**config.mk**
```make
export PLATFORM = sky130hd
export DESIGN_NAME = gbts_cell
export DESIGN_NICKNAME = d
export VERILOG_FILES = /design/src/hw/rtl/gbts_pkg.sv /design/src/hw/rtl/gbts_cell.sv
export SDC_FILE = /design/constraint.sdc
export NUM_CORES = 1
export LEC_CHECK = 0
export BUFFER_PORTS_ARGS = -buffer_cell sky130_fd_sc_hd__buf_2
export CORE_UTILIZATION = 34
export CTS_CLUSTER_SIZE = 12
export DETAILED_ROUTE_END_ITERATION = 8
export PLACE_DENSITY_LB_ADDON = 0.15
export SLEW_MARGIN = 15
export SYNTH_ARGS = -nofsm -noshare
export SYNTH_HDL_FRONTEND = slang
export SYNTH_SLANG_ARGS = --single-unit
```
**constraint.sdc**
```tcl
create_clock -name clk -period 0.8 [get_ports clk]
set_input_delay 0.04 -clock clk [delete_from_list [all_inputs] [get_ports clk]]
set_output_delay 0.04 -clock clk [all_outputs]
set_load 0.01 [all_outputs]
```
**src/hw/rtl/gbts_pkg.sv**
```systemverilog
// ----------------------------------------------------------------------------
// gbts_pkg
// Shared widths, codes and types of the gap-buffer text store.
// ----------------------------------------------------------------------------
package gbts_pkg;

  localparam int DEF_CAPACITY = 4096;
  localparam int DEF_MAX_READ = 64;

  localparam int ACTION_W = 2;
  localparam int LEN_W    = 13;
  localparam int BYTE_W   = 8;
  localparam int STATUS_W = 2;

  // move cells between the read port and the write port
  localparam int CHAIN_LEN = 2;
  // cell that picks up the registered read data
  localparam int DATA_CELL = 1;

  localparam logic [ACTION_W-1:0] ACT_INSERT = 2'd0;
  localparam logic [ACTION_W-1:0] ACT_DELETE = 2'd1;
  localparam logic [ACTION_W-1:0] ACT_READ   = 2'd2;

  localparam logic [STATUS_W-1:0] STATUS_OK    = 2'd0;
  localparam logic [STATUS_W-1:0] STATUS_FULL  = 2'd1;
  localparam logic [STATUS_W-1:0] STATUS_EMPTY = 2'd2;

  typedef struct packed {
    logic valid;
    logic is_read;
    logic last;
  } cell_ctl_t;

endpackage

```
**src/hw/rtl/gbts_cell.sv**
```systemverilog
// ----------------------------------------------------------------------------
// gbts_cell
// One move cell: carries a byte token, its target address and data one step.
// ----------------------------------------------------------------------------
module gbts_cell #(
  parameter int ADDR_W = $clog2(gbts_pkg::DEF_CAPACITY)
) (
  input  logic                        clk,
  input  logic                        rst,
  input  gbts_pkg::cell_ctl_t         ctl_in,
  input  logic [ADDR_W-1:0]           dst_in,
  input  logic [gbts_pkg::BYTE_W-1:0] data_in,
  output gbts_pkg::cell_ctl_t         ctl_out,
  output logic [ADDR_W-1:0]           dst_out,
  output logic [gbts_pkg::BYTE_W-1:0] data_out
);
  import gbts_pkg::*;

  always_ff @(posedge clk) begin
    if (rst) begin
      ctl_out <= '0;
    end else begin
      ctl_out <= ctl_in;
    end
    dst_out  <= dst_in;
    data_out <= data_in;
  end

endmodule

```
==> metrics <==
post-route clock period utilization=98.3%; Tmin final=~790 ps; die area=approximately 1600 µm²; GP Congestion=0.578; PD cells=1880 nW/µm²; final-stage net count=127; share of cells above drive strength 1=56.4%; relative slew slack=92.6%; met3 Use GR=3.98%; Switch Pwr=0.399 mW; WP data required=760 ps; Lkg Pwr=0.518 nW; Cell variety after synth=2; commonest cells after routing, fill and taps aside=40 x buf_2, 24 x dlygate4sd3_1, 16 x dfxtp_1; IO buf count=47; CP Capture Point=dst_out[5]; post-route design area=1050 µm²; most used routing layer=met2; synthesized area per cell=18.4 µm²; CP Buf/Inv Count=1; Syn Std Cell Area=479 µm²; Die Width=about 40 µm; Die Y-Extent=39.5 µm; n_diodes=0; vias per cell=3.84; clock power share=24.8%; root buf cell=clkbuf_4; Final Setup Violations=0; Worst Hold Class=input port to register; Worst-path clk slew=110 ps; worst-path fanout max=1; Largest delay share family, worst path=flip-flops; final core occ=80.9%; Pint=1.58 mW; placed cell area=733 µm²; critical path arrival=750 ps; CTS tree=done; Post-Syn Nets=51; DRT antenna net count=0; Std-Cell Rows=13; Seq pwr share=61.9%; Fmax achieved=1270 MHz; layout overhead on the synthesized area=120%; Setup crit start kind=register; Comb power frac=13.3%; WL/cell=10.3 µm; max incr delay on CP=330 ps; I/O pins=between 40 and 50; share of the synthesized area in the top cell type=96.1%; WP depth=1; Cells after DPL=88; clock tree buffer depth=2; maxcap violations=0; CP Class=register to output pin; leading area contributor after synthesis=dfxtp_1; first drt pass iteration count=2; Sink Count=23; grt met2 use=34.0%; commonest non-fill, non-tap cell in the layout=buf_2; RSZ-0062 raised after global routing=true; first-pass GRT wire length=1.54 mm; DRT Wirelength=around 1.2 mm; largest net degree at the start of global routing=13; Syn. warnings=0; cell count after synthesis=26; Hold Fails Final Rpt=0; fin. max-slew vios=0; DR vias=446; CORE AREA=1300 µm²; CP cell instances=buf_2; cts bufs inserted=3; initial antenna violation count=0; fillers=84; Setup crit end kind=output pin; vias in the first global route=406; All-Layer GR Usage=15.2%; DRC violations left=0; worst hold margin=371 ps; GR Util met1=12.3%; largest cells by area after synthesis=dfxtp_1 96%, nor2b_1 3.9%; HPWL reported at the end of detailed placement=664 µm; CP max stage cell=dfxtp_1; Peak VDD IR=approximately 1.3 mV; crit path from=dst_out[5]; Pwr Total=1.98 mW; switching power share of the total=20.1%; Seq/Total Area, Yosys=96.1%; Worst Tran Pin Value=around 110 ps; initial cell density of the core=36.8%; final cell count without fillers=116; H-tree depth=1; initial DRC count=1; total congestion overflow=0; run status=completed; register bit total from synthesis=23
[cell type report]
class | count | area, µm² | area share [%]
multi-input combinational | 3 | 18.8 | 1.78
tap | 15 | 18.8 | 1.78
sequential | 23 | 469 | 44.6
clock buffer | 4 | 26.3 | 2.50
timing repair buffer | 71 | 519 | 49.3
[metal layers]
layer | routed length [µm] | part of all wire [%] | vias up
met3 | 101 | 8.5 | 0
li1 | - | - | 228
met4 | 0 | 0 | 0
met1 | 372 | 31 | 191
met5 | 0 | 0 | -
met2 | 716 | 60 | 27
[timing repair]
action,CTS,global route
gates cloned,0,0
gates resized for setup,1,13
setup buffers,0,0
hold buffers,24,0
hold endpoints to repair,23,0
setup endpoints to repair,1,22
[cells by family after synthesis]
kind of cell     Yosys count  synth area share [%]
and+or+nand+nor            3                  3.92
DFF                       23                  96.1
[power by group through the flow]
stage / registers, mW / logic [mW] / clock network [mW]
2_1_floorplan: 1.28 / 0.00495 / 0
3_3_place_gp: 1.24 / 0.150 / 0
6_report: 1.23 / 0.264 / 0.491
5_1_grt: 1.23 / 0.287 / 0.564
3_5_place_dp: 1.25 / 0.153 / 0
4_1_cts: 1.22 / 0.241 / 0.509
[per-stage QoR]
| stage | setup TNS, ps | setup slack [ps] |
|---|---|---|
| 2_1_floorplan | 0 | 429 |
| 3_3_place_gp | 0 | 351 |
| 3_5_place_dp | 0 | 333 |
| 4_1_cts | 0 | 3.20 |
| 5_1_grt | -264 | -19.1 |
| 6_report | 0 | 13.3 |
[Yosys cell counts]
library cell / number
dfxtp_1: 23
nor2b_1: 3
[how the worst min path moves through the flow]
stage                              to  slack, ps        from  cells past startpoint
after global routing       dst_out[7]        360   dst_in[7]                      2
final                      dst_out[1]        370   dst_in[1]                      2
after detailed placement   dst_out[0]        140   dst_in[0]                      1
after CTS                 dst_out[10]        370  dst_in[10]                      2
after floorplan           data_out[0]         70  data_in[0]                      0
after global placement    data_out[1]        140  data_in[1]                      1
[flip-flops by register name (all words and copies together), names as in the netlist]
signal / count
data_out: 8
ctl_out: 3
dst_out: 12
No activity file was read; power rests on OpenSTA's default activity.
